## src/pwia_pkg.sv

```systemverilog
// Shared types, widths and register codes for the averaging PID controller.
package pwia_pkg;

    // Default depth of the measurement averaging ring.
    localparam int SAMPLES_DEF = 3;

    // Fixed field widths.
    localparam int IN_W     = 16;
    localparam int ERR_W    = 17;
    localparam int DIFF_W   = 18;
    localparam int SUM_W    = 48;
    localparam int GAIN_W   = 32;
    localparam int DRIVE_W  = 16;

    // Configuration port.
    localparam int CFG_IDX_W  = 3;
    localparam int CFG_DATA_W = 32;

    localparam logic [CFG_IDX_W-1:0] REG_KP         = 3'd0;
    localparam logic [CFG_IDX_W-1:0] REG_KI_DT      = 3'd1;
    localparam logic [CFG_IDX_W-1:0] REG_KD_OVER_DT = 3'd2;
    localparam logic [CFG_IDX_W-1:0] REG_OUT_MAX    = 3'd3;
    localparam logic [CFG_IDX_W-1:0] REG_OUT_MIN    = 3'd4;
    localparam logic [CFG_IDX_W-1:0] REG_WINDUP     = 3'd5;

    // Depth of the queue between the error front end and the PID back end.
    localparam int QUEUE_DEPTH = 4;

    // Saturation limits of the integral.
    localparam logic signed [SUM_W-1:0] SUM_MAX = {1'b0, {(SUM_W-1){1'b1}}};
    localparam logic signed [SUM_W-1:0] SUM_MIN = {1'b1, {(SUM_W-1){1'b0}}};

    typedef logic signed [ERR_W-1:0] t_err;

    // Configuration register set seen by the back end.
    typedef struct packed {
        logic signed [GAIN_W-1:0]  kp;
        logic signed [GAIN_W-1:0]  ki_dt;
        logic signed [GAIN_W-1:0]  kd_over_dt;
        logic signed [DRIVE_W-1:0] out_max;
        logic signed [DRIVE_W-1:0] out_min;
        logic                      windup_protect;
    } t_cfg;

    // Back end sequencer steps.
    typedef enum logic [1:0] {
        BK_GATE,
        BK_MUL,
        BK_SUM,
        BK_CLAMP
    } t_back_state;

endpackage

```

## src/pwia_queue.sv

```systemverilog
// Small register queue that decouples the error front end from the PID back end.
module pwia_queue import pwia_pkg::*; #(
    parameter int DEPTH = QUEUE_DEPTH,
    parameter int WIDTH = ERR_W
) (
    input  logic             i_clk,
    input  logic             i_rst_n,
    input  logic             i_push,
    input  logic [WIDTH-1:0] i_data,
    output logic             o_full,
    input  logic             i_pop,
    output logic             o_empty,
    output logic [WIDTH-1:0] o_data
);

    localparam int PTR_W = (DEPTH > 1) ? $clog2(DEPTH) : 1;
    localparam int CNT_W = $clog2(DEPTH + 1);
    localparam logic [PTR_W-1:0] LAST_PTR = PTR_W'(DEPTH - 1);
    localparam logic [CNT_W-1:0] FULL_CNT = CNT_W'(DEPTH);

    logic [WIDTH-1:0] r_mem [DEPTH];
    logic [PTR_W-1:0] r_wr;
    logic [PTR_W-1:0] r_rd;
    logic [CNT_W-1:0] r_count;

    logic do_push;
    logic do_pop;

    assign o_full  = (r_count == FULL_CNT);
    assign o_empty = (r_count == '0);
    assign o_data  = r_mem[r_rd];
    assign do_push = i_push && !o_full;
    assign do_pop  = i_pop && !o_empty;

    // Pointers and fill count.
    always_ff @(posedge i_clk) begin
        if (!i_rst_n) begin
            r_wr    <= '0;
            r_rd    <= '0;
            r_count <= '0;
        end else begin
            if (do_push) begin
                r_wr <= (r_wr == LAST_PTR) ? '0 : r_wr + 1'b1;
            end
            if (do_pop) begin
                r_rd <= (r_rd == LAST_PTR) ? '0 : r_rd + 1'b1;
            end
            if (do_push && !do_pop) begin
                r_count <= r_count + 1'b1;
            end else if (do_pop && !do_push) begin
                r_count <= r_count - 1'b1;
            end
        end
    end

    // Entry storage.
    always_ff @(posedge i_clk) begin
        if (do_push) begin
            r_mem[r_wr] <= i_data;
        end
    end

endmodule

```

## config.mk

```make
export PLATFORM = sky130hd
export DESIGN_NAME = pwia_queue
export DESIGN_NICKNAME = d
export VERILOG_FILES = /design/src/pwia_pkg.sv /design/src/pwia_queue.sv
export SDC_FILE = /design/constraint.sdc
export NUM_CORES = 1
export LEC_CHECK = 0
export BUFFER_PORTS_ARGS = -buffer_cell sky130_fd_sc_hd__buf_4
export CORE_MARGIN = 3
export CORE_UTILIZATION = 51
export DETAILED_ROUTE_END_ITERATION = 7
export PLACE_DENSITY = 0.75
export SETUP_SLACK_MARGIN = 0.02
export SLEW_MARGIN = 30
export SYNTH_ARGS = -nofsm -noshare
export SYNTH_HDL_FRONTEND = slang
export SYNTH_SLANG_ARGS = --single-unit
```

## constraint.sdc

```tcl
create_clock -name i_clk -period 1.9 [get_ports i_clk]
set_input_delay 0.19 -clock i_clk [delete_from_list [all_inputs] [get_ports i_clk]]
set_output_delay 0.19 -clock i_clk [all_outputs]
set_load 0.005 [all_outputs]
```

==> out/metrics.yaml, run 1 <==
status: "finished, violations left"
violations: "setup timing"
cts_max_level: 3
routabilityCongestion: 0.842
die_w_um: 82.4
dieArea_um2: 6780
grt_start_max_net_pins: 18
first_global_vias: 1612
synth_cell_types: 25
cp_top_family: "adder cells"
diodes: 0
via_per_inst: 5.31
total_power_mw: 4.62
grt_overflow: 0
fin_ws_ns: -0.0398
p_leak_nw: 1.33
arrival_ns: 2.21
routed_wl_um: 5250
synth_area_leader_cell: "edfxtp_1"
powerDensity_nw_per_um2: 1260
met2_usage: 0.303
max_stage_delay_ns: 0.33
path_class: "flop to flop"
port_buffers: 39
fin_crit_ns: 1.94
synth_nets: 168
drc: 0
drt_pass1_iterations: 4
synth_warnings: 0
dpl.hpwl_um: 3720
r2r_cells: 8
critical_path_depth: 8
fin_crit_sh: 1.02
cp-start-kind: "flop"
path_cells: "buf_6, o31ai_4, ha_4, inv_2, fa_2, xor2_1, or3_1, a21boi_1"
clk_pin_slew_worst_paths_ns: 0.08
insertion_delay_ns: 0.34
grt_use_met3: 0.0434
yosysMostFrequentCell: "edfxtp_1"
netlist_area_um2: 2970
ys.flop_type: "edfxtp_1"
ios: 40
hold_buffers: 0
busiest_layer: "met2"
final_max_slew_viol_count: 0
final_nets: 229
crit_path_end_kind: "flop"
cts.sinks: 77
slew_headroom: 0.831
antenna_found_initial: 0
initial_utilization: 0.533
area_growth_pct: 23.5
critical_path_buf_inv_count: 2
num_vias: 1477
placementRows: 27
worst_pin_slew_ns: 0.252
cts_setup_buffers: 0
cts_buffers: 9
required_ns: 2.17
layout-drive-gt1-share: 0.447
async_reset_ff_frac: 0
final-setup-viol-count: 1
synth_common_cells: "68 x edfxtp_1, 10 x mux4_2, 9 x dfxtp_1"
ys_top_cells_by_area: "edfxtp_1 69%, mux4_2 7.6%, mux4_1 6.2%"
slowest_stage: "dfxtp_2"
ant_nets: 0
hold_class: "input port to flop"
cts_tree: "done"
cap_violations: 0
die_h_um: 82.4
peakVddDrop_v: 0.000582
grt_first_pass_wirelength_um: 8200
crit_fanout: 4
synth_edf_count: 68
layout.cells.non_filler: 278
place_inst: 262
core-area_um2: 5570
grt_util_met1: 0.203
grt_setup_unrepaired: "true"
ys_seq_area_frac: 0.747
nFillCells: 369
hold_viol: 0
cts.path.max_buffers: 2
clock-skew-final_ns: 0.00534
synth_seq_cells: 77
syn_inst: 140
cts_root_buf: "clkbuf_8"
whs_path_depth: 1
synth_top_area_frac: 0.687
fmax_mhz: 516
grt_usage: 0.174
syn_area_per_cell_um2: 21.2
wl_per_cell_um: 18.9
drt_iter0_drc: 134
final timing paths:
| check | startpoint | endpoint | slack [ns] |
|---|---|---|---|
| min | i_data[4] | r_mem[1][4] | 0.04 |
| max reg2reg | r_count[2] | r_count[2] | -0.04 |
| max | r_count[2] | r_count[2] | -0.04 |
| min reg2reg | r_wr[1] | r_wr[1] | 0.53 |
logic make-up (layout without fill, tap and decap cells):
kind of cell | Yosys count | in the layout | synth area share
AO/OA/AOI/OAI | 5 | 5 | 0.0101
adder cells (fa/ha/maj) | 7 | 7 | 0.0320
XOR/XNOR | 2 | 2 | 0.00589
flip-flops | 77 | 77 | 0.747
AND/OR/NAND/NOR | 20 | 20 | 0.0362
buffers and inverters | 9 | 75 | 0.0206
multiplexers | 20 | 20 | 0.148
metal layers:
layer	share of wire	vias to the layer above	wire (um)
met5	0	-	0
met4	0.017	0	91
met3	0.040	9	210
met2	0.55	37	2910
met1	0.39	750	2040
li1	-	681	-
final cells by class:
cell class | count | area (um2) | share of cell area
Sequential cell | 77 | 2230 | 0.607
Multi-Input combinational cell | 54 | 717 | 0.195
Timing Repair Buffer | 56 | 435 | 0.119
Clock buffer | 9 | 124 | 0.0337
Tap cell | 72 | 90.1 | 0.0245
Clock inverter | 7 | 66.3 | 0.0181
Inverter | 3 | 11.3 | 0.00307
layout by cell type (no fill, tap or decap), types with 2 or more instances in the layout:
cell type	instances
and2_1	5
buf_4	53
buf_6	2
clkbuf_8	9
clkinv_2	3
clkinv_4	2
dfxtp_1	5
dfxtp_2	4
edfxtp_1	68
ha_1	5
inv_1	2
mux2i_1	3
mux4_1	6
mux4_2	11
nand2_1	6
nand3_1	2
nor2_1	2
o21ai_0	3
timing repair:
item,4_1_cts,5_1_grt
endpoints found under the setup margin,3,9
gates resized for setup,4,4
gates cloned,0,0
worst register-to-register path, cell delays in order (launching register included):
cell and delay, ns:
dfxtp_2 0.33, buf_6 0.12, o31ai_4 0.23, ha_4 0.18, inv_2 0.04, fa_2 0.33, xor2_1 0.16, or3_1 0.33
a21boi_1 0.15
report_power, final:
group          total [mW]  internal [mW]  leakage (nW)  switching (mW)
sequential           2.17           2.07         0.699          0.0920
combinational        1.28          0.738         0.530           0.540
clock                1.18          0.599         0.100           0.580
total                4.62           3.41          1.33            1.21
flip-flops by register name, indices dropped and copies added, names as in the netlist, named ones only:
name,count
r_wr,2
r_rd,2
r_mem,68
r_count,3
per-stage QoR:
stage | hold WS [ns] | setup TNS (ns) | area [um2] | worst slack [ns] | utilization
after global routing | 0.0287 | -0.0984 | 3670 | -0.0984 | 0.659
final | 0.0447 | -0.0398 | 3670 | -0.0398 | 0.659
after CTS | 0.0369 | -0.0328 | 3670 | -0.0328 | 0.658
after detailed placement | 0.394 | -0.107 | 3470 | -0.107 | 0.622
after global placement | 0.389 | 0 | 3470 | 0.0369 | 0.622
after floorplan | 0.289 | 0 | 3010 | 0.0276 | -
Power figures use the tool's default switching activity.
==> run 2, diff against run 1 <==
==> constraint.sdc (replaced) <==
create_clock -name i_clk -period 1.9 [get_ports i_clk]
set_input_delay 0.19 -clock i_clk [delete_from_list [all_inputs] [get_ports i_clk]]
set_output_delay 0.19 -clock i_clk [all_outputs]
set_load 0.01 [all_outputs]
==> out/metrics.yaml, run 2 (synthesis gave the netlist of run 1 again) <==
path_class: "flop to flop"  # unchanged
clk_pin_slew_worst_paths_ns: 0.08  # about the same
drc: 0  # unchanged
drt_pass1_iterations: 4  # unchanged
nFillCells: 374  # was 369
total_power_mw: 4.71  # was 4.62 mW
port_buffers: 39  # unchanged
ant_nets: 0  # unchanged
layout-drive-gt1-share: 0.424  # was 0.447
whs_ns: 0.0534  # was 0.0447 ns
final_nets: 228  # was 229
num_vias: 1482  # was 1,477
violations: "setup timing"  # unchanged
diodes: 0  # unchanged
insertion_delay_ns: 0.33  # was 0.34 ns
crit_path_end_kind: "flop"  # unchanged
cts_buffers: 9  # unchanged
die_w_um: 82.4  # unchanged
dpl.hpwl_um: 3530  # was 3720 um
area_growth_pct: 24.0  # was 23.5%
slew_headroom: 0.828  # was 0.831
r2r_end: "r_count[2]"  # unchanged
ios: 40  # unchanged
cts_tree: "done"  # unchanged
initial_utilization: 0.533  # unchanged
fin_crit_ns: 1.94  # about the same
r2r_cells: 8  # unchanged
cp-startpoint: "r_count[2]"  # unchanged
hold_class: "input port to flop"  # unchanged
grt_setup_unrepaired: "true"  # unchanged
hold_viol: 0  # unchanged
wl_per_cell_um: 18.8  # was 18.9 um
largest_register: "r_mem"  # unchanged
drt_iter0_drc: 121  # was 134
r2r_slack_ns: -0.04  # about the same
cts.path.max_buffers: 2  # unchanged
core-area_um2: 5570  # unchanged
grt_usage: 0.170  # was 0.174
arrival_ns: 2.19  # was 2.21 ns
p_leak_nw: 1.32  # was 1.33 nW
place_area_um2: 3470  # about the same
cp-endpoint: "r_count[2]"  # unchanged
post-place-ws_ns: -0.0773  # was -0.107 ns
grt_first_pass_wirelength_um: 7940  # was 8200 um
clock-skew-final_ns: 0.00941  # was 0.00534 ns
placementRows: 27  # unchanged
cp-start-kind: "flop"  # unchanged
final_cell_mix: "68 x edfxtp_1, 52 x buf_4, 10 x mux4_2, 9 x clkbuf_8, 7 x mux4_1"  # was 68 x edfxtp_1, 53 x buf_4, 11 x mux4_2, 9 x clkbuf_8
antenna_found_initial: 0  # unchanged
fin_ws_ns: -0.0396  # was -0.0398 ns
fin_crit_sh: 1.02  # about the same
worst_pin_slew_ns: 0.257  # was 0.252 ns
status: "finished, violations left"  # unchanged
die_h_um: 82.4  # unchanged
first_global_vias: 1514  # was 1,612
via_per_inst: 5.35  # was 5.31
final_cell_area_um2: 3690  # was 3670 um2
fmax_mhz: 516  # about the same
grt_start_max_net_pins: 18  # unchanged
routed_wl_um: 5210  # was 5250 um
peakVddDrop_v: 0.000633  # was 0.000582 V
grt_overflow: 0  # unchanged
required_ns: 2.15  # was 2.17 ns
powerDensity_nw_per_um2: 1280  # was 1260 nW/um2
cap_violations: 0  # unchanged
layout_commonest_cell: "edfxtp_1"  # unchanged
cts_max_level: 3  # unchanged
final-setup-viol-count: 1  # unchanged
tns_ns: -0.0396  # was -0.0398 ns
cts_root_buf: "clkbuf_8"  # unchanged
largest_reg_flops: 68  # unchanged
final_max_slew_viol_count: 0  # unchanged
dieArea_um2: 6780  # unchanged
reg_top3: "r_mem: 68 flops, r_count: 3 flops"  # unchanged
routabilityCongestion: 0.758  # was 0.842
crit_fanout: 4  # unchanged
cts.sinks: 77  # unchanged
r2r_start: "r_count[2]"  # unchanged
-- run 2: cell types whose count changed in the layout (fill, tap and decap cells not counted), moves of 2 or more --
cell,delta
clkbuf_1,+3
clkinvlp_4,+2
clkinv_2,-3
clkinv_4,-2
-- run 2: where the power goes --
group / switching [mW] / total (mW) / internal [mW]
Clock: 0.540 / 1.14 / 0.604
Combinational: 0.612 / 1.39 / 0.775
Sequential: 0.105 / 2.18 / 2.07
Total: 1.26 / 4.71 / 3.45
-- run 2: layer usage --
metal / vias to the layer above / GRT usage / wire length, um
met4: 0 / 0.0748 / 83
met5: - / 0 / 0
li1: 684 / - / -
met3: 7 / 0.0521 / 180
met2: 29 / 0.280 / 2810
met1: 762 / 0.209 / 2130
-- run 2: final cells by class --
| cell class | count | area, um2 | share of cell area |
|---|---|---|---|
| clock buffer | 12 | 135 | 0.0367 |
| clock inverter | 4 | 48.8 | 0.0132 |
| inverter | 3 | 11.3 | 0.00305 |
| multi-input combinational | 54 | 727 | 0.197 |
| sequential | 77 | 2230 | 0.604 |
| tap | 72 | 90.1 | 0.0244 |
| timing repair buffer | 55 | 447 | 0.121 |
-- run 2: worst max-delay path, cell delays in order, from the launching register on --
cell      delay (ns)
dfxtp_2         0.33
buf_6           0.12
o31ai_4         0.23
ha_4            0.19
inv_2           0.04
fa_2            0.33
xor2_1          0.15
or3_1           0.33
a21boi_1        0.14
-- run 2: worst min-delay path by stage --
stage	depth (start not counted)	to	startpoint	slack [ns]
after floorplan	0	r_mem[0][0]	i_data[0]	0.29
after global placement	1	r_mem[3][11]	i_data[11]	0.39
after detailed placement	1	r_mem[3][0]	i_data[0]	0.39
after CTS	1	r_mem[3][0]	i_data[0]	0.04
after global routing	1	r_mem[2][14]	i_data[14]	0.03
final	1	r_mem[3][4]	i_data[4]	0.05
-- run 2: per-stage QoR --
stage / std cells / util
3_3_place_gp: 260 / 0.622
6_report: 277 / 0.661
5_1_grt: 277 / 0.661
4_1_cts: 276 / 0.657
2_1_floorplan: 140 / -
3_5_place_dp: 260 / 0.622
-- run 2: timing repair --
| action | 4_1_cts | 5_1_grt |
|---|---|---|
| resized for setup | 3 | 1 |
| gates cloned | 0 | 1 |
| hold buffers | 0 | 0 |
| endpoints found under the setup margin | 1 | 5 |
| buffers inserted | 0 | 0 |
==> run 3, diff against run 2 <==
--- a/config.mk
+++ b/config.mk
@@ -7,9 +7,9 @@
 export LEC_CHECK = 0
 export BUFFER_PORTS_ARGS = -buffer_cell sky130_fd_sc_hd__buf_4
 export CORE_MARGIN = 3
-export CORE_UTILIZATION = 51
+export CORE_UTILIZATION = 50
 export DETAILED_ROUTE_END_ITERATION = 7
-export PLACE_DENSITY = 0.75
+export PLACE_DENSITY = 0.74
 export SETUP_SLACK_MARGIN = 0.02
 export SLEW_MARGIN = 30
 export SYNTH_ARGS = -nofsm -noshare
==> out/metrics.yaml, run 3 (synthesis gave the netlist of run 1 again) <==
cp-start-kind: "flop"  # unchanged
fin_crit_sh: 1.01  # was 1.02
num_vias: 1494  # was 1,482
required_ns: 2.17  # was 2.15 ns
port_buffers: 39  # unchanged
initial_utilization: 0.527  # was 0.533
insertion_delay_ns: 0.34  # was 0.33 ns
cts_max_level: 3  # unchanged
total_power_mw: 4.78  # was 4.71 mW
final_nets: 230  # was 228
cts_buffers: 9  # unchanged
whs_ns: 0.0444  # was 0.0534 ns
status: "finished, violations left"  # unchanged
antenna_found_initial: 0  # unchanged
largest_register: "r_mem"  # unchanged
final_cell_mix: "68 x edfxtp_1, 54 x buf_4, 10 x mux4_2, 9 x clkbuf_8, 7 x mux4_1"  # was 68 x edfxtp_1, 52 x buf_4, 10 x mux4_2, 9 x clkbuf_8, 7 x mux4_1
violations: "setup timing"  # unchanged
area_growth_pct: 25.3  # was 24.0%
p_leak_nw: 1.35  # was 1.32 nW
largest_reg_flops: 68  # unchanged
diodes: 0  # unchanged
grt_setup_unrepaired: "true"  # unchanged
dieArea_um2: 6910  # was 6780 um2
powerDensity_nw_per_um2: 1280  # about the same
first_global_vias: 1677  # was 1,514
layout_commonest_cell: "edfxtp_1"  # unchanged
placementRows: 27  # unchanged
wl_per_cell_um: 18.6  # was 18.8 um
path_cells: "buf_6, o31ai_4, ha_4, inv_1, fa_2, xor2_1, or3_1, a21boi_1"  # was buf_6, o31ai_4, ha_4, inv_2, fa_2, xor2_1, or3_1, a21boi_1
drc: 0  # unchanged
cts_setup_buffers: 0  # unchanged
peakVddDrop_v: 0.000744  # was 0.000633 V
crit_path_end_kind: "flop"  # unchanged
path_class: "flop to flop"  # unchanged
arrival_ns: 2.19  # about the same
fin_ws_ns: -0.0250  # was -0.0396 ns
dpl.hpwl_um: 3520  # was 3530 um
max_stage_delay_ns: 0.35  # was 0.33 ns
multi_input_area_um2: 732  # was 727 um2
ios: 40  # unchanged
fmax_mhz: 519  # was 516 MHz
fin_crit_ns: 1.92  # was 1.94 ns
cts_root_buf: "clkbuf_8"  # unchanged
slew_headroom: 0.823  # was 0.828
clock-skew-final_ns: 0.00699  # was 0.00941 ns
utilization: 0.660  # was 0.661
place_inst: 262  # was 260
grt_start_max_net_pins: 18  # unchanged
cts.path.max_buffers: 2  # unchanged
cts_tree: "done"  # unchanged
core-area_um2: 5640  # was 5570 um2
regArea_um2: 2230  # about the same
cts.sinks: 77  # unchanged
routabilityCongestion: 0.812  # was 0.758
worst_pin_slew_ns: 0.265  # was 0.257 ns
hold_class: "input port to flop"  # unchanged
reg_top3: "r_mem: 68 flops, r_count: 3 flops"  # unchanged
slowest_stage: "dfxtp_2"  # unchanged
hold_buffers: 0  # unchanged
grt_overflow: 0  # unchanged
crit_fanout: 5  # was 4
layout.cells.non_filler: 279  # was 277
grt_usage: 0.167  # was 0.170
die_w_um: 83.1  # was 82.4 um
drt_pass1_iterations: 4  # unchanged
clk_pin_slew_worst_paths_ns: 0.08  # about the same
cp_top_family: "adder cells"  # unchanged
routed_wl_um: 5200  # was 5210 um
layout-drive-gt1-share: 0.444  # was 0.424
final-setup-viol-count: 1  # unchanged
die_h_um: 83.1  # was 82.4 um
nFillCells: 379  # was 374
ant_nets: 0  # unchanged
grt_first_pass_wirelength_um: 8630  # was 7940 um
final_max_slew_viol_count: 0  # unchanged
via_per_inst: 5.35  # about the same
hold_viol: 0  # unchanged
drt_iter0_drc: 76  # was 121
critical_path_buf_inv_count: 2  # unchanged
cap_violations: 0  # unchanged
run 3: area by class of cell:
| type | count | share of cell area |
|---|---|---|
| clock buffers | 9 | 0.0333 |
| clock inverters | 7 | 0.0198 |
| inverters | 3 | 0.00302 |
| multi-input cells | 54 | 0.197 |
| flip-flops and latches | 77 | 0.599 |
| well taps | 72 | 0.0242 |
| repair buffers | 57 | 0.125 |
run 3: worst register-to-register path, cell delays in order, from the launching register on:
cell and delay, ns:
dfxtp_2 0.35, buf_6 0.12, o31ai_4 0.21, ha_4 0.17
inv_1 0.05, fa_2 0.33, xor2_1 0.16, or3_1 0.33
a21boi_1 0.15
run 3: what timing repair did:
item	4_1_cts	5_1_grt
pin swaps	0	0
resized for setup	4	2
cloned	1	0
setup endpoints to repair	3	9
run 3: where the power goes:
part           total (mW)  switching [mW]  internal (mW)
sequential           2.19           0.114           2.08
clock                1.20           0.594          0.610
combinational        1.38           0.593          0.786
total                4.78            1.30           3.47
run 3: path summary, 6_finish.rpt:
path | from | endpoint | slack [ns] | cells after the start
setup / recovery | r_count[2] | r_count[2] | -0.02 | 8
hold / removal | i_data[3] | r_mem[3][3] | 0.04 | 1
setup reg to reg | r_count[2] | r_count[2] | -0.02 | 8
hold reg to reg | r_count[2] | r_count[2] | 0.51 | 2
run 3: metrics by stage:
| stage | TNS, ns | cell area, um2 | setup slack [ns] |
|---|---|---|---|
| 5_1_grt | -0.115 | 3720 | -0.115 |
| 4_1_cts | -0.0492 | 3720 | -0.0492 |
| 2_1_floorplan | 0 | 3010 | 0.0261 |
| 6_report | -0.0250 | 3720 | -0.0250 |
| 3_5_place_dp | -0.113 | 3480 | -0.113 |
| 3_3_place_gp | 0 | 3480 | 0.0190 |
run 3: metal layers:
layer | routed length, um | part of all wire | GRT usage
met1 | 2040 | 0.39 | 0.192
met2 | 2830 | 0.54 | 0.289
met3 | 229 | 0.044 | 0.0526
met4 | 92 | 0.018 | 0.0669
met5 | 0 | 0 | 0
