### config.mk
export PLATFORM = sky130hd
export DESIGN_NAME = pwia_front
export DESIGN_NICKNAME = d
export VERILOG_FILES = /design/src/pwia_pkg.sv /design/src/pwia_front.sv
export SDC_FILE = /design/constraint.sdc
export NUM_CORES = 1
export LEC_CHECK = 0
export BUFFER_PORTS_ARGS = -buffer_cell sky130_fd_sc_hd__clkbuf_2
export CAP_MARGIN = 10
export CELL_PAD_IN_SITES_DETAIL_PLACEMENT = 0
export CELL_PAD_IN_SITES_GLOBAL_PLACEMENT = 1
export CORE_UTILIZATION = 50
export CTS_BUF_LIST = sky130_fd_sc_hd__clkbuf_16
export DETAILED_ROUTE_END_ITERATION = 7
export PLACE_DENSITY = 0.75
export SKIP_CTS_REPAIR_TIMING = 1
export SYNTH_ARGS = -nofsm -noshare
export SYNTH_HDL_FRONTEND = slang
export SYNTH_SLANG_ARGS = --single-unit
export TNS_END_PERCENT = 20
### constraint.sdc
create_clock -name i_clk -period 8.8 [get_ports i_clk]
set_input_delay 1.76 -clock i_clk [delete_from_list [all_inputs] [get_ports i_clk]]
set_output_delay 1.76 -clock i_clk [all_outputs]
set_load 0.01 [all_outputs]
### src/pwia_pkg.sv
// Shared types, widths and register codes for the averaging PID controller.
package pwia_pkg;

    // Default depth of the measurement averaging ring.
    localparam int SAMPLES_DEF = 3;

    // Fixed field widths.
    localparam int IN_W     = 16;
    localparam int ERR_W    = 17;
    localparam int DIFF_W   = 18;
    localparam int SUM_W    = 48;
    localparam int GAIN_W   = 32;
    localparam int DRIVE_W  = 16;

    // Configuration port.
    localparam int CFG_IDX_W  = 3;
    localparam int CFG_DATA_W = 32;

    localparam logic [CFG_IDX_W-1:0] REG_KP         = 3'd0;
    localparam logic [CFG_IDX_W-1:0] REG_KI_DT      = 3'd1;
    localparam logic [CFG_IDX_W-1:0] REG_KD_OVER_DT = 3'd2;
    localparam logic [CFG_IDX_W-1:0] REG_OUT_MAX    = 3'd3;
    localparam logic [CFG_IDX_W-1:0] REG_OUT_MIN    = 3'd4;
    localparam logic [CFG_IDX_W-1:0] REG_WINDUP     = 3'd5;

    // Depth of the queue between the error front end and the PID back end.
    localparam int QUEUE_DEPTH = 4;

    // Saturation limits of the integral.
    localparam logic signed [SUM_W-1:0] SUM_MAX = {1'b0, {(SUM_W-1){1'b1}}};
    localparam logic signed [SUM_W-1:0] SUM_MIN = {1'b1, {(SUM_W-1){1'b0}}};

    typedef logic signed [ERR_W-1:0] t_err;

    // Configuration register set seen by the back end.
    typedef struct packed {
        logic signed [GAIN_W-1:0]  kp;
        logic signed [GAIN_W-1:0]  ki_dt;
        logic signed [GAIN_W-1:0]  kd_over_dt;
        logic signed [DRIVE_W-1:0] out_max;
        logic signed [DRIVE_W-1:0] out_min;
        logic                      windup_protect;
    } t_cfg;

    // Back end sequencer steps.
    typedef enum logic [1:0] {
        BK_GATE,
        BK_MUL,
        BK_SUM,
        BK_CLAMP
    } t_back_state;

endpackage

### src/pwia_front.sv
// Front end: keeps the sample ring and running total, averages it and forms the error.
module pwia_front import pwia_pkg::*; #(
    parameter int SAMPLES = SAMPLES_DEF
) (
    input  logic                   i_clk,
    input  logic                   i_rst_n,
    input  logic                   i_valid,
    output logic                   o_stall,
    input  logic signed [IN_W-1:0] i_setpoint,
    input  logic signed [IN_W-1:0] i_measured,
    output logic                   o_push,
    output t_err                   o_err,
    input  logic                   i_full
);

    localparam int SLOT_W  = (SAMPLES > 1) ? $clog2(SAMPLES) : 1;
    localparam int TOT_W   = IN_W + $clog2(SAMPLES);
    localparam int RSH     = TOT_W;
    localparam int RECIP_W = RSH + 1;
    localparam int PROD_W  = TOT_W + RECIP_W;
    localparam logic [SLOT_W-1:0]  LAST_SLOT = SLOT_W'(SAMPLES - 1);
    localparam logic [TOT_W-1:0]   N_VAL     = TOT_W'(SAMPLES);
    localparam logic [RECIP_W-1:0] RECIP     =
        RECIP_W'((longint'(1) << RSH) / longint'(SAMPLES));

    // Ring and running total.
    logic signed [IN_W-1:0]  r_ring [SAMPLES];
    logic [SLOT_W-1:0]       r_slot;
    logic signed [TOT_W-1:0] r_total;
    logic signed [TOT_W-1:0] n_total;

    // Stage registers.
    logic                    r_f1_valid;
    logic signed [IN_W-1:0]  r_f1_sp;
    logic signed [TOT_W-1:0] r_f1_total;

    logic                    r_f2_valid;
    logic signed [IN_W-1:0]  r_f2_sp;
    logic [TOT_W-1:0]        r_f2_mag;
    logic [TOT_W-1:0]        r_f2_q0;
    logic                    r_f2_neg;

    logic                    r_f3_valid;
    logic signed [IN_W-1:0]  r_f3_sp;
    logic [IN_W-1:0]         r_f3_q;
    logic                    r_f3_neg;

    logic                    adv;
    logic                    accept;
    logic [TOT_W-1:0]        mag;
    logic [PROD_W-1:0]       prod;
    logic [TOT_W-1:0]        rem;
    logic [TOT_W-1:0]        q;
    t_err                    avg_mag;
    t_err                    avg;

    // The whole front moves together unless the last stage cannot enter the queue.
    assign adv     = !(r_f3_valid && i_full);
    assign o_stall = !adv;
    assign accept  = i_valid && adv;
    assign o_push  = r_f3_valid && !i_full;

    // New total replaces the oldest sample with the incoming one.
    assign n_total = r_total - TOT_W'(r_ring[r_slot]) + TOT_W'(i_measured);

    // Magnitude times the scaled reciprocal gives the quotient or one less.
    assign mag  = r_f1_total[TOT_W-1] ? TOT_W'(-r_f1_total) : TOT_W'(r_f1_total);
    assign prod = PROD_W'(mag) * PROD_W'(RECIP);

    // One correction step brings the quotient to its exact value.
    assign rem = r_f2_mag - TOT_W'(r_f2_q0 * N_VAL);
    assign q   = (rem >= N_VAL) ? r_f2_q0 + 1'b1 : r_f2_q0;

    // Restore the sign (truncation toward zero) and subtract from the setpoint.
    assign avg_mag = $signed({1'b0, r_f3_q});
    assign avg     = r_f3_neg ? -avg_mag : avg_mag;
    assign o_err   = ERR_W'(r_f3_sp) - avg;

    // Ring state.
    always_ff @(posedge i_clk) begin
        if (!i_rst_n) begin
            for (int k = 0; k < SAMPLES; k++) begin
                r_ring[k] <= '0;
            end
            r_slot  <= '0;
            r_total <= '0;
        end else if (accept) begin
            r_ring[r_slot] <= i_measured;
            r_slot         <= (r_slot == LAST_SLOT) ? '0 : r_slot + 1'b1;
            r_total        <= n_total;
        end
    end

    // Stage valid flags.
    always_ff @(posedge i_clk) begin
        if (!i_rst_n) begin
            r_f1_valid <= 1'b0;
            r_f2_valid <= 1'b0;
            r_f3_valid <= 1'b0;
        end else if (adv) begin
            r_f1_valid <= accept;
            r_f2_valid <= r_f1_valid;
            r_f3_valid <= r_f2_valid;
        end
    end

    // Stage payloads.
    always_ff @(posedge i_clk) begin
        if (adv) begin
            r_f1_sp    <= i_setpoint;
            r_f1_total <= n_total;
            r_f2_sp    <= r_f1_sp;
            r_f2_mag   <= mag;
            r_f2_q0    <= prod[RSH +: TOT_W];
            r_f2_neg   <= r_f1_total[TOT_W-1];
            r_f3_sp    <= r_f2_sp;
            r_f3_q     <= q[IN_W-1:0];
            r_f3_neg   <= r_f2_neg;
        end
    end

endmodule

==> results of run 1 <==
## flip-flops by register name (all words and copies together) (netlist names), 2 cells and up, named ones only
signal      flops
r_f1_sp        16
r_f1_total     18
r_f2_mag       18
r_f2_q0        17
r_f2_sp        16
r_f3_q         16
r_f3_sp        16
r_ring         64
r_slot          2
r_total        18
## worst paths after layout
kind / to / start / slack, ns
worst min-delay path: r_f3_sp[11]$_DFFE_PN_ / r_f2_sp[11]$_DFFE_PN_ / 0.42
worst max register to register: r_f2_q0[16]$_DFFE_PN_ / r_f1_total[4]$_DFFE_PN_ / 0.90
worst min register to register: r_f3_sp[11]$_DFFE_PN_ / r_f2_sp[11]$_DFFE_PN_ / 0.42
worst max-delay path: r_f2_q0[16]$_DFFE_PN_ / r_f1_total[4]$_DFFE_PN_ / 0.90
## stage by stage
stage / worst slack [ns] / std cells / area, µm²
4_1_cts: 0.867 / 2069 / 18500
2_1_floorplan: 1.66 / 1547 / 16900
3_3_place_gp: 0.977 / 2024 / 17700
5_1_grt: 0.382 / 2069 / 18500
6_report: 0.898 / 2069 / 18500
3_5_place_dp: 0.871 / 2024 / 17700
## cells by family (layout without fill, tap and decap cells)
| group | Yosys count | count (layout) | share of synthesized area [%] |
|---|---|---|---|
| buffers and inverters | 353 | 433 | 7.93 |
| adders and majority gates | 339 | 339 | 30.8 |
| and+or+nand+nor | 329 | 329 | 10.3 |
| DFF | 208 | 208 | 35.5 |
| AOI/OAI and AO/OA | 195 | 195 | 7.68 |
| xor gates and xnor gates | 98 | 98 | 5.09 |
| muxes | 25 | 25 | 2.68 |
## cells in the mapped netlist, types with 12 or more instances
library cell                 n  area, µm²
sky130_fd_sc_hd__nor2_1     52        195
sky130_fd_sc_hd__dfxtp_1    25        500
sky130_fd_sc_hd__a21oi_1    42        210
sky130_fd_sc_hd__ha_1      212       2650
sky130_fd_sc_hd__nor3_1     40        200
sky130_fd_sc_hd__o21ai_0    39        195
sky130_fd_sc_hd__edfxtp_1  183       5500
sky130_fd_sc_hd__nand2_1    76        285
sky130_fd_sc_hd__mux4_2     16        360
sky130_fd_sc_hd__nand4_1    13       81.3
sky130_fd_sc_hd__inv_1     318       1190
sky130_fd_sc_hd__clkbuf_1   27        101
sky130_fd_sc_hd__and2_1     12       75.1
sky130_fd_sc_hd__fa_1      127       2540
sky130_fd_sc_hd__xor2_1     36        315
sky130_fd_sc_hd__a21boi_0   16        120
sky130_fd_sc_hd__nand3_1    23        115
sky130_fd_sc_hd__nor4_1     35        219
sky130_fd_sc_hd__nand2b_1   12       75.1
sky130_fd_sc_hd__xnor2_1    62        543
sky130_fd_sc_hd__o21a_1     15        113
sky130_fd_sc_hd__nor2b_1    14       87.6
sky130_fd_sc_hd__or3_1      13       81.3
## per-layer routing
layer  up-vias  routed length, µm  track usage [%]
met1      5248              16000             28.2
met2       154              17100             37.4
met4         0                637             4.46
met5         -                  0                0
li1       5432                  -                -
met3        40               1160             2.19
## area by class of cell
class	instances	area [µm²]	area share, %
Multi-Input combinational cell	986	9550	51.6
Inverter	320	1200	6.49
Clock buffer	25	626	3.38
Timing Repair Buffer	68	375	2.03
Tap cell	442	553	2.99
Clock inverter	20	220	1.19
Sequential cell	208	6000	32.4
## critical path, cell delays in order, from the launching register on
cell,delay [ns]
sky130_fd_sc_hd__edfxtp_1,0.44
sky130_fd_sc_hd__nor4_1,0.37
sky130_fd_sc_hd__nand2b_1,0.12
sky130_fd_sc_hd__or3_1,0.41
sky130_fd_sc_hd__o41ai_1,0.35
sky130_fd_sc_hd__xor2_1,0.28
sky130_fd_sc_hd__inv_1,0.19
sky130_fd_sc_hd__ha_1,0.38
sky130_fd_sc_hd__ha_1,0.31
sky130_fd_sc_hd__fa_1,0.55
sky130_fd_sc_hd__fa_1,0.45
sky130_fd_sc_hd__fa_1,0.54
sky130_fd_sc_hd__inv_1,0.05
sky130_fd_sc_hd__fa_1,0.53
sky130_fd_sc_hd__inv_1,0.04
sky130_fd_sc_hd__ha_1,0.33
sky130_fd_sc_hd__a211oi_1,0.23
sky130_fd_sc_hd__nand2_1,0.08
sky130_fd_sc_hd__nor4_1,0.45
sky130_fd_sc_hd__o31ai_1,0.25
sky130_fd_sc_hd__o21ai_1,0.33
sky130_fd_sc_hd__nand3_1,0.19
sky130_fd_sc_hd__a41o_1,0.31
sky130_fd_sc_hd__or4_1,0.48
sky130_fd_sc_hd__nand3_1,0.09
==> metrics.log, run 1 <==
INFO  metric most-common-layout-cells = sky130_fd_sc_hd__inv_1, sky130_fd_sc_hd__ha_1, sky130_fd_sc_hd__edfxtp_1, sky130_fd_sc_hd__fa_1, sky130_fd_sc_hd__nand2_1
INFO  metric cts_root_buf = sky130_fd_sc_hd__clkbuf_16
INFO  metric dieArea = 34500 µm²
INFO  metric first_pass_iters = 5
INFO  metric worstSkewPairLatency = about 0.52 ns
INFO  metric layout.cells.most_common = sky130_fd_sc_hd__inv_1
INFO  metric grt_setup_unrepaired = false
INFO  metric setup-tns-final = 0 ns
INFO  metric synth-edff-count = 183
INFO  metric status = finished clean
INFO  metric critical_path.startpoint_type = register
INFO  metric wl = between 30000 and 40000 µm
INFO  metric crit_required = a little over 9 ns
INFO  metric placementRows = 66
INFO  metric post-route-util = a little under three fifths
INFO  metric cts-htree-levels = 1
INFO  metric r2r.worst_path.cells = 24
INFO  metric grt_max_degree = 68
INFO  metric synth-seq-area-share = 35.5%
INFO  metric ios = 55
INFO  metric mappedNetlistNets = 1922
INFO  metric setup_cp_type = register to register
INFO  metric place_congestion = 0.884
INFO  metric max_freq = 127 MHz
INFO  metric diodes = 0
INFO  metric ys_warn_count = 0
INFO  metric post_synthesis_async_set_or_reset_flop_share = 0%
INFO  metric drc = 0
INFO  metric min_delay_path_depth = 0
INFO  metric antenna_found_initial = 0
INFO  metric mappedNetlistArea = 16900 µm²
INFO  metric min_period_over_period = 89.8%
INFO  metric synth_cells = 1547
INFO  metric finalMaxSlewViolations = 0
INFO  metric worst_clock_skew = 0.0142 ns
INFO  metric die-width = between 150 and 200 µm
INFO  metric relSlewSlack = 38.3%
INFO  metric critical_path_endpoint_category = register
INFO  metric antenna_viol_nets_final = 0
INFO  metric synthDistinctLibCells = 70
INFO  metric crit_path_max_fanout = 5
INFO  metric syn_to_final_growth = 9.74%
INFO  metric vias = about 11000
INFO  metric critical_path_arrival = just over 8 ns
INFO  metric cts_tree = built
INFO  metric mean_instance_size_in_the_synthesized_netlist = 10.9 µm²
INFO  metric core_area = 32900 µm²
INFO  metric max_cap_violations = 0
INFO  metric hold_slack = 0.416 ns
INFO  metric tritoncts.num_buffers = 25
INFO  metric routed_wire_length_per_instance = around 17 µm
INFO  metric hold_viol_final = 0
INFO  metric synth_seq_cells = 208
INFO  metric fill_cells = 2905
INFO  metric cts_buffer_depth = 3
INFO  metric hold_class = register to register
INFO  metric final-setup-viol-count = 0
INFO  metric clkSlewWorstSetupHoldPaths = 0.06 ns
INFO  metric drt-initial-drc-count = 571
INFO  metric cts_num_sinks = 208
INFO  metric fin_crit = 7.90 ns
INFO  metric synth-main-ff-cell = sky130_fd_sc_hd__edfxtp_1
INFO  metric drive_above_1_share = 8.54%
INFO  metric grt_pass1_vias = ~11000
INFO  metric place.detailed.hpwl = 27600 µm
INFO  metric grt_first_pass_wirelength = around 57000 µm
INFO  metric nets = about 2000
INFO  metric floorplan.initialDensity = 51.3%
INFO  metric via_per_inst = between 5 and 6
INFO  metric gr-total-overflow = 0
INFO  metric die_y = 186 µm
INFO  metric io_buffer_count = 54
INFO  metric overall_fraction_of_global_route_tracks_in_use = 21.2%
INFO  metric worstMarginPinSlew = 0.926 ns
Power of run 1 is not shown: default switching activity piles up to over one toggle a cycle in this logic, so the estimate is an artifact.
==> run 2, diff against run 1 <==
Settings changed: ABC_AREA from default to 1, PLACE_DENSITY 0.75 to 0.78.
==> run 2 against run 1 <==
  * Register-to-register slack improved by 0.89 ns
  * Global-route usage rose by 2.3 points
  * Sequential share of layout area fell by 1.5 points
  * Worst setup slack improved by 0.89 ns
  * Sequential cell count did not move
  * Synthesized area rose by 5.4%
  * Wire length rose by 19%
  * Non-clock buffer count fell by 6
  * First-iteration DRC count rose by 5.4%
  * Core utilization fell by 0.58 points
  * Synthesized cell count rose by 26%
  * Worst hold slack got worse by 0.0012 ns
==> metrics.log, run 2 <==
INFO  metric place_congestion = 0.948 (+7.3%)
INFO  metric clkSlewWorstSetupHoldPaths = 0.06 ns (about the same)
INFO  metric timing.critical_path.from = r_f1_total[0]$_DFFE_PN_
INFO  metric cpMaxStageDelayCell = sky130_fd_sc_hd__xor2_1
INFO  metric top_register = r_ring
INFO  metric relSlewSlack = 29.1% (-9.2 points)
INFO  metric critical_path.reg2reg.endpoint = r_f2_q0[1]$_DFFE_PN_
INFO  metric ys_warn_count = 0 (unchanged)
INFO  metric finish.cell_count_without_fillers = 2498 (+21%)
INFO  metric hold_class = register to register
INFO  metric final-setup-viol-count = 0 (unchanged)
INFO  metric overall_fraction_of_global_route_tracks_in_use = 23.5% (+2.3 points)
INFO  metric tritoncts.num_buffers = 25 (unchanged)
INFO  metric hold_path.startpoint = r_f2_sp[1]$_DFFE_PN_
INFO  metric diodes = 0 (unchanged)
INFO  metric synth_cells = 1956 (+26%)
INFO  metric place.detailed.instances = 2452 (+21%)
INFO  metric antenna_found_initial = 2 (+2)
INFO  metric crit_required = 9.14 ns (-0.03 ns)
INFO  metric cts_buffer_depth = 3 (unchanged)
INFO  metric critical_path_arrival = 7.34 ns (-0.93 ns)
INFO  metric cts-htree-levels = 1 (unchanged)
INFO  metric min_delay_path_depth = 0 (unchanged)
INFO  metric wl = 41500 µm (+19%)
INFO  metric critical_path.startpoint_type = register
INFO  metric cpPeakStageDelay = 0.68 ns (+0.13 ns)
INFO  metric place.detailed.hpwl = 33800 µm (+23%)
INFO  metric synth-main-ff-cell = sky130_fd_sc_hd__edfxtp_1
INFO  metric synth-seq-area-share = 33.7% (-1.8 points)
INFO  metric syn_to_final_growth = 9.09%
INFO  metric min_period_over_period = 79.6% (-10 points)
INFO  metric largest_register_ffs = 64 (unchanged)
INFO  metric ys_top_cells_by_count = sky130_fd_sc_hd__inv_1, sky130_fd_sc_hd__nand2_1, sky130_fd_sc_hd__ha_1
INFO  metric cts_tree = built
INFO  metric worstMarginPinSlew = 1.06 ns (+0.137 ns)
INFO  metric max_freq = 143 MHz (+13%)
INFO  metric ios = 55 (unchanged)
INFO  metric drt-initial-drc-count = 602 (+5.4%)
INFO  metric via_per_inst = 5.13 (-2.4%)
INFO  metric synthDistinctLibCells = 40 (-43%)
INFO  metric synth_area_leaders = sky130_fd_sc_hd__edfxtp_1, sky130_fd_sc_hd__ha_1, sky130_fd_sc_hd__fa_1, sky130_fd_sc_hd__inv_1, sky130_fd_sc_hd__nand2_1
INFO  metric cts_root_buf = sky130_fd_sc_hd__clkbuf_16
INFO  metric crit_path_max_fanout = 7 (+2)
INFO  metric finalMaxSlewViolations = 0 (unchanged)
INFO  metric grt_pass1_vias = 12800 (+16%)
INFO  metric dieArea = 36300 µm² (+5.4%)
INFO  metric synth-edff-count = 183 (unchanged)
INFO  metric status = finished clean
INFO  metric layout.cells.most_common = sky130_fd_sc_hd__inv_1
INFO  metric post-synth-top-area-cell = sky130_fd_sc_hd__edfxtp_1
INFO  metric die_y = 191 µm (+2.6%)
INFO  metric timing.reg2reg.setup_slack = 1.79 ns (+0.89 ns)
INFO  metric routed_wire_length_per_instance = 16.6 µm (-1.7%)
INFO  metric critical_path_endpoint_category = register
INFO  metric synthMostInstantiatedCell = sky130_fd_sc_hd__inv_1
INFO  metric hold_viol_final = 0 (unchanged)
INFO  metric max_cap_violations = 0 (unchanged)
INFO  metric cts_num_sinks = 208 (unchanged)
INFO  metric mappedNetlistArea = 17800 µm² (+5.4%)
INFO  metric placementRows = 68 (+3.0%)
INFO  metric critical_path.most_common_cell = sky130_fd_sc_hd__inv_1
INFO  metric gr-total-overflow = 0 (unchanged)
INFO  metric mean_instance_size_in_the_synthesized_netlist = 9.10 µm² (-17%)
INFO  metric die-width = 191 µm (+2.6%)
INFO  metric most-common-layout-cells = sky130_fd_sc_hd__inv_1, sky130_fd_sc_hd__nand2_1, sky130_fd_sc_hd__ha_1, sky130_fd_sc_hd__edfxtp_1, sky130_fd_sc_hd__nor2_1
INFO  metric grt_max_degree = 81 (+19%)
INFO  metric drc = 0 (unchanged)
INFO  metric r2r-start = r_f1_total[0]$_DFFE_PN_
INFO  metric mappedNetlistNets = 2331 (+21%)
INFO  metric fin_crit = 7.01 ns (-0.894 ns)
INFO  metric floorplan.initialDensity = 51.1% (-0.22 points)
INFO  metric min_to = r_f3_sp[1]$_DFFE_PN_
INFO  metric setup-tns-final = 0 ns (unchanged)
INFO  metric io_buffer_count = 54 (unchanged)
INFO  metric synth_seq_cells = 208 (unchanged)
INFO  metric grt_first_pass_wirelength = 66400 µm (+17%)
INFO  metric antenna_viol_nets_final = 0 (unchanged)
INFO  metric vias = 12800 (+18%)
INFO  metric first_pass_iters = 5 (unchanged)
INFO  metric grt_setup_unrepaired = false
INFO  metric nets = 2399 (+21%)
INFO  metric core_area = 34800 µm² (+5.9%)
INFO  metric drive_above_1_share = 6.61% (-1.9 points)
INFO  metric setup_cp_type = register to register
INFO  metric worstSkewPairLatency = 0.54 ns (+0.02 ns)
INFO  metric r2r.worst_path.cells = 25 (+4.2%)
INFO  metric post_synthesis_async_set_or_reset_flop_share = 0% (unchanged)
INFO  metric synth.top_cell.area_share = 30.9% (-1.7 points)
INFO  metric worst_clock_skew = 0.0121 ns (-0.00213 ns)
==> run 2: metal layers <==
metal  routed length (µm)  track usage [%]  vias up
met4                 1080             6.65        2
met1                18800             31.6     6105
li1                     -                -     6417
met2                19800             39.7      229
met5                   13                0        -
met3                 1820             2.96       59
==> run 2: per-stage QoR <==
stage                     hold WS [ns]  setup slack, ns  utilization, %  cell area (µm²)
after global placement           0.403             1.98            53.4            18600
after floorplan                  0.400             1.99               -            17800
final                            0.415             1.79            55.8            19400
after global routing             0.420             1.32            55.8            19400
after CTS                        0.417             1.83            55.8            19400
after detailed placement         0.405             1.86            53.4            18600
==> run 2: how the worst max path moves through the flow <==
stage,end,slack (ns)
after floorplan,r_ring[3][0]$_DFFE_PP_,1.99
after global placement,r_f2_q0[12]$_DFFE_PN_,1.98
after detailed placement,r_f2_q0[12]$_DFFE_PN_,1.86
after CTS,r_f2_q0[12]$_DFFE_PN_,1.83
after global routing,r_f2_q0[15]$_DFFE_PN_,1.32
final,r_f2_q0[1]$_DFFE_PN_,1.79
==> run 2: worst max-delay path, delay by kind of cell (launching register included) <==
kind / cells / cell delay, ns
AO/OA/AOI/OAI: 3 / 0.78
buffers and inverters: 5 / 0.35
XOR/XNOR: 2 / 0.96
flip-flops: 1 / 0.51
AND/OR/NAND/NOR: 7 / 0.86
adder cells (fa/ha/maj): 8 / 3.34
==> run 2: area by class of cell <==
class                   instances  area, µm²
fillers                      3166      15400
multi-input cells            1269       9980
flip-flops and latches        208       6000
inverters                     458       1720
clock buffers                  25        626
well taps                     455        569
repair buffers                 62        330
clock inverters                21        188
==> run 2: logic make-up after synthesis <==
logic type / after synthesis / share of synthesized area, %
XOR/XNOR: 103 / 5.07
flip-flops: 208 / 33.7
AND/OR/NAND/NOR: 574 / 14.0
AO/OA/AOI/OAI: 253 / 7.72
adder cells (fa/ha/maj): 339 / 29.2
buffers and inverters: 479 / 10.3
Power of run 2 is left out for the same reason.
==> run 3, diff against run 2 <==
Clock period 8.8 ns to 7.3 ns, I/O delays scaled along.
==> run 3 against run 2 <==
  * Register-to-register slack got worse by 1.4 ns
  * Maximum frequency rose by 1.3%
  * Worst setup slack worse by 1.4 ns
  * First-iteration DRC count rose by 16%
  * Worst hold slack got worse by 0.0027 ns
  * Wire length fell by 1.1%
  * Critical path type unchanged
  * Largest cell class unchanged
  * Via count grew 0.52%
  * Global-route usage fell by 0.28 points
==> metrics.log, run 3 (synthesis results as in run 2) <==
INFO  metric most-common-layout-cells = sky130_fd_sc_hd__inv_1, sky130_fd_sc_hd__nand2_1, sky130_fd_sc_hd__ha_1, sky130_fd_sc_hd__edfxtp_1, sky130_fd_sc_hd__nor2_1
INFO  metric cts-htree-levels = 1 (unchanged)
INFO  metric cpMaxStageDelayCell = sky130_fd_sc_hd__fa_1
INFO  metric path_buf_inv = 5 (unchanged)
INFO  metric fin_crit = 6.92 ns (-0.0898 ns)
INFO  metric critical_path_endpoint_category = register
INFO  metric via_per_inst = 5.12 (about the same)
INFO  metric worstMarginPinSlew = 1.08 ns (+0.0204 ns)
INFO  metric max_freq = 145 MHz (+1.3%)
INFO  metric min_period_over_period = 94.8% (+15 points)
INFO  metric drc = 0 (unchanged)
INFO  metric io_buffer_count = 54 (unchanged)
INFO  metric grt_first_pass_wirelength = 66000 µm (-0.56%)
INFO  metric nets = 2414 (+0.63%)
INFO  metric worstSkewPairLatency = 0.54 ns (about the same)
INFO  metric hold_viol_final = 0 (unchanged)
INFO  metric cts_buffer_depth = 3 (unchanged)
INFO  metric final_design_area_no_fill = 19500 µm² (+0.59%)
INFO  metric core_area = 34800 µm² (unchanged)
INFO  metric critical_path.startpoint_type = register
INFO  metric antenna_viol_nets_final = 0 (unchanged)
INFO  metric tritoncts.num_buffers = 25 (unchanged)
INFO  metric setup-tns-final = 0 ns (unchanged)
INFO  metric die_y = 191 µm (unchanged)
INFO  metric wl = 41000 µm (-1.1%)
INFO  metric grt_pass1_vias = 12900 (+0.94%)
INFO  metric antenna_found_initial = 3 (+1)
INFO  metric cts_tree = built
INFO  metric routed_wire_length_per_instance = 16.3 µm (-1.7%)
INFO  metric placementRows = 68 (unchanged)
INFO  metric crit_path_max_fanout = 7 (unchanged)
INFO  metric setup_cp_type = register to register
INFO  metric clkSlewWorstSetupHoldPaths = 0.07 ns (about the same)
INFO  metric die-width = 191 µm (unchanged)
INFO  metric gr-total-overflow = 0 (unchanged)
INFO  metric syn_to_final_growth = 9.73%
INFO  metric finalMaxSlewViolations = 0 (unchanged)
INFO  metric grt_max_degree = 84 (+3.7%)
INFO  metric crit_required = 7.59 ns (-1.55 ns)
INFO  metric ios = 55 (unchanged)
INFO  metric largest_register_ffs = 64 (unchanged)
INFO  metric diodes = 0 (unchanged)
INFO  metric first_pass_iters = 5 (unchanged)
INFO  metric floorplan.initialDensity = 51.1% (unchanged)
INFO  metric final-setup-viol-count = 0 (unchanged)
INFO  metric overall_fraction_of_global_route_tracks_in_use = 23.2% (-0.28 points)
INFO  metric critical_path_arrival = 7.20 ns (-0.14 ns)
INFO  metric cts_num_sinks = 208 (unchanged)
INFO  metric top_register = r_ring
INFO  metric dieArea = 36300 µm² (unchanged)
INFO  metric cpPeakStageDelay = 0.56 ns (-0.12 ns)
INFO  metric layout.cells.most_common = sky130_fd_sc_hd__inv_1
INFO  metric cts_root_buf = sky130_fd_sc_hd__clkbuf_16
INFO  metric vias = 12900 (+0.52%)
INFO  metric worst_clock_skew = 0.00828 ns (-0.00380 ns)
INFO  metric place.detailed.hpwl = 33500 µm (-0.71%)
INFO  metric critPathTopFamily = adder cells
INFO  metric relSlewSlack = 27.7% (-1.4 points)
INFO  metric post-route-util = 56.1% (+0.33 points)
INFO  metric status = finished clean
INFO  metric critical_path.most_common_cell = sky130_fd_sc_hd__inv_1
INFO  metric hold_class = register to register
INFO  metric grt_setup_unrepaired = false
INFO  metric drive_above_1_share = 7.34% (+0.73 points)
INFO  metric max_cap_violations = 0 (unchanged)
INFO  metric placed_cell_area = 18700 µm² (+0.52%)
INFO  metric place_congestion = 0.933 (-1.6%)
INFO  metric drt-initial-drc-count = 700 (+16%)
==> run 3: cell count changes in the layout (fill, tap and decap cells not counted), sizes merged <==
cell and delta:
buf +15, bufinv -1, clkinv -5, clkinvlp +1, inv +5
==> run 3: worst paths after layout <==
kind / startpoint / endpoint / slack [ns] / cells after the start
worst min-delay path: r_f2_sp[12]$_DFFE_PN_ / r_f3_sp[12]$_DFFE_PN_ / 0.41 / 0
worst max register to register: r_f1_total[0]$_DFFE_PN_ / r_f2_q0[12]$_DFFE_PN_ / 0.38 / 26
worst max-delay path: r_f1_total[0]$_DFFE_PN_ / r_f2_q0[12]$_DFFE_PN_ / 0.38 / 26
worst min register to register: r_f2_sp[12]$_DFFE_PN_ / r_f3_sp[12]$_DFFE_PN_ / 0.41 / 0
==> run 3: per-stage QoR <==
step	instances	worst slack, ns	hold slack, ns
finish	2513	0.381	0.412
global route	2513	0.0213	0.422
CTS	2511	0.189	0.415
detailed placement	2465	0.228	0.405
global placement	2465	0.359	0.403
floorplan	1956	0.790	0.400
==> run 3: final cells by class <==
class                   count  area (µm²)
flip-flops and latches    208        6000
repair buffers             77         443
clock inverters            21         174
multi-input cells        1269       10000
inverters                 458        1720
clock buffers              25         626
well taps                 455         569
fillers                  3174       15300
==> run 3: routing by layer <==
| metal | track usage, % | wire (µm) | vias up |
|---|---|---|---|
| li1 | - | - | 6434 |
| met1 | 31.1 | 18500 | 6174 |
| met2 | 40.1 | 19900 | 213 |
| met3 | 2.50 | 1620 | 56 |
| met4 | 5.51 | 908 | 2 |
| met5 | 0 | 13 | - |
==> run 3: worst register-to-register path: cells and delay by family (launching register included) <==
family | cells | cell delay [ns]
adders and majority gates | 8 | 3.24
and+or+nand+nor | 9 | 1.66
DFF | 1 | 0.52
AOI/OAI and AO/OA | 2 | 0.49
xor gates and xnor gates | 2 | 0.43
buffers and inverters | 5 | 0.31
Power of run 3 is left out for the same reason.
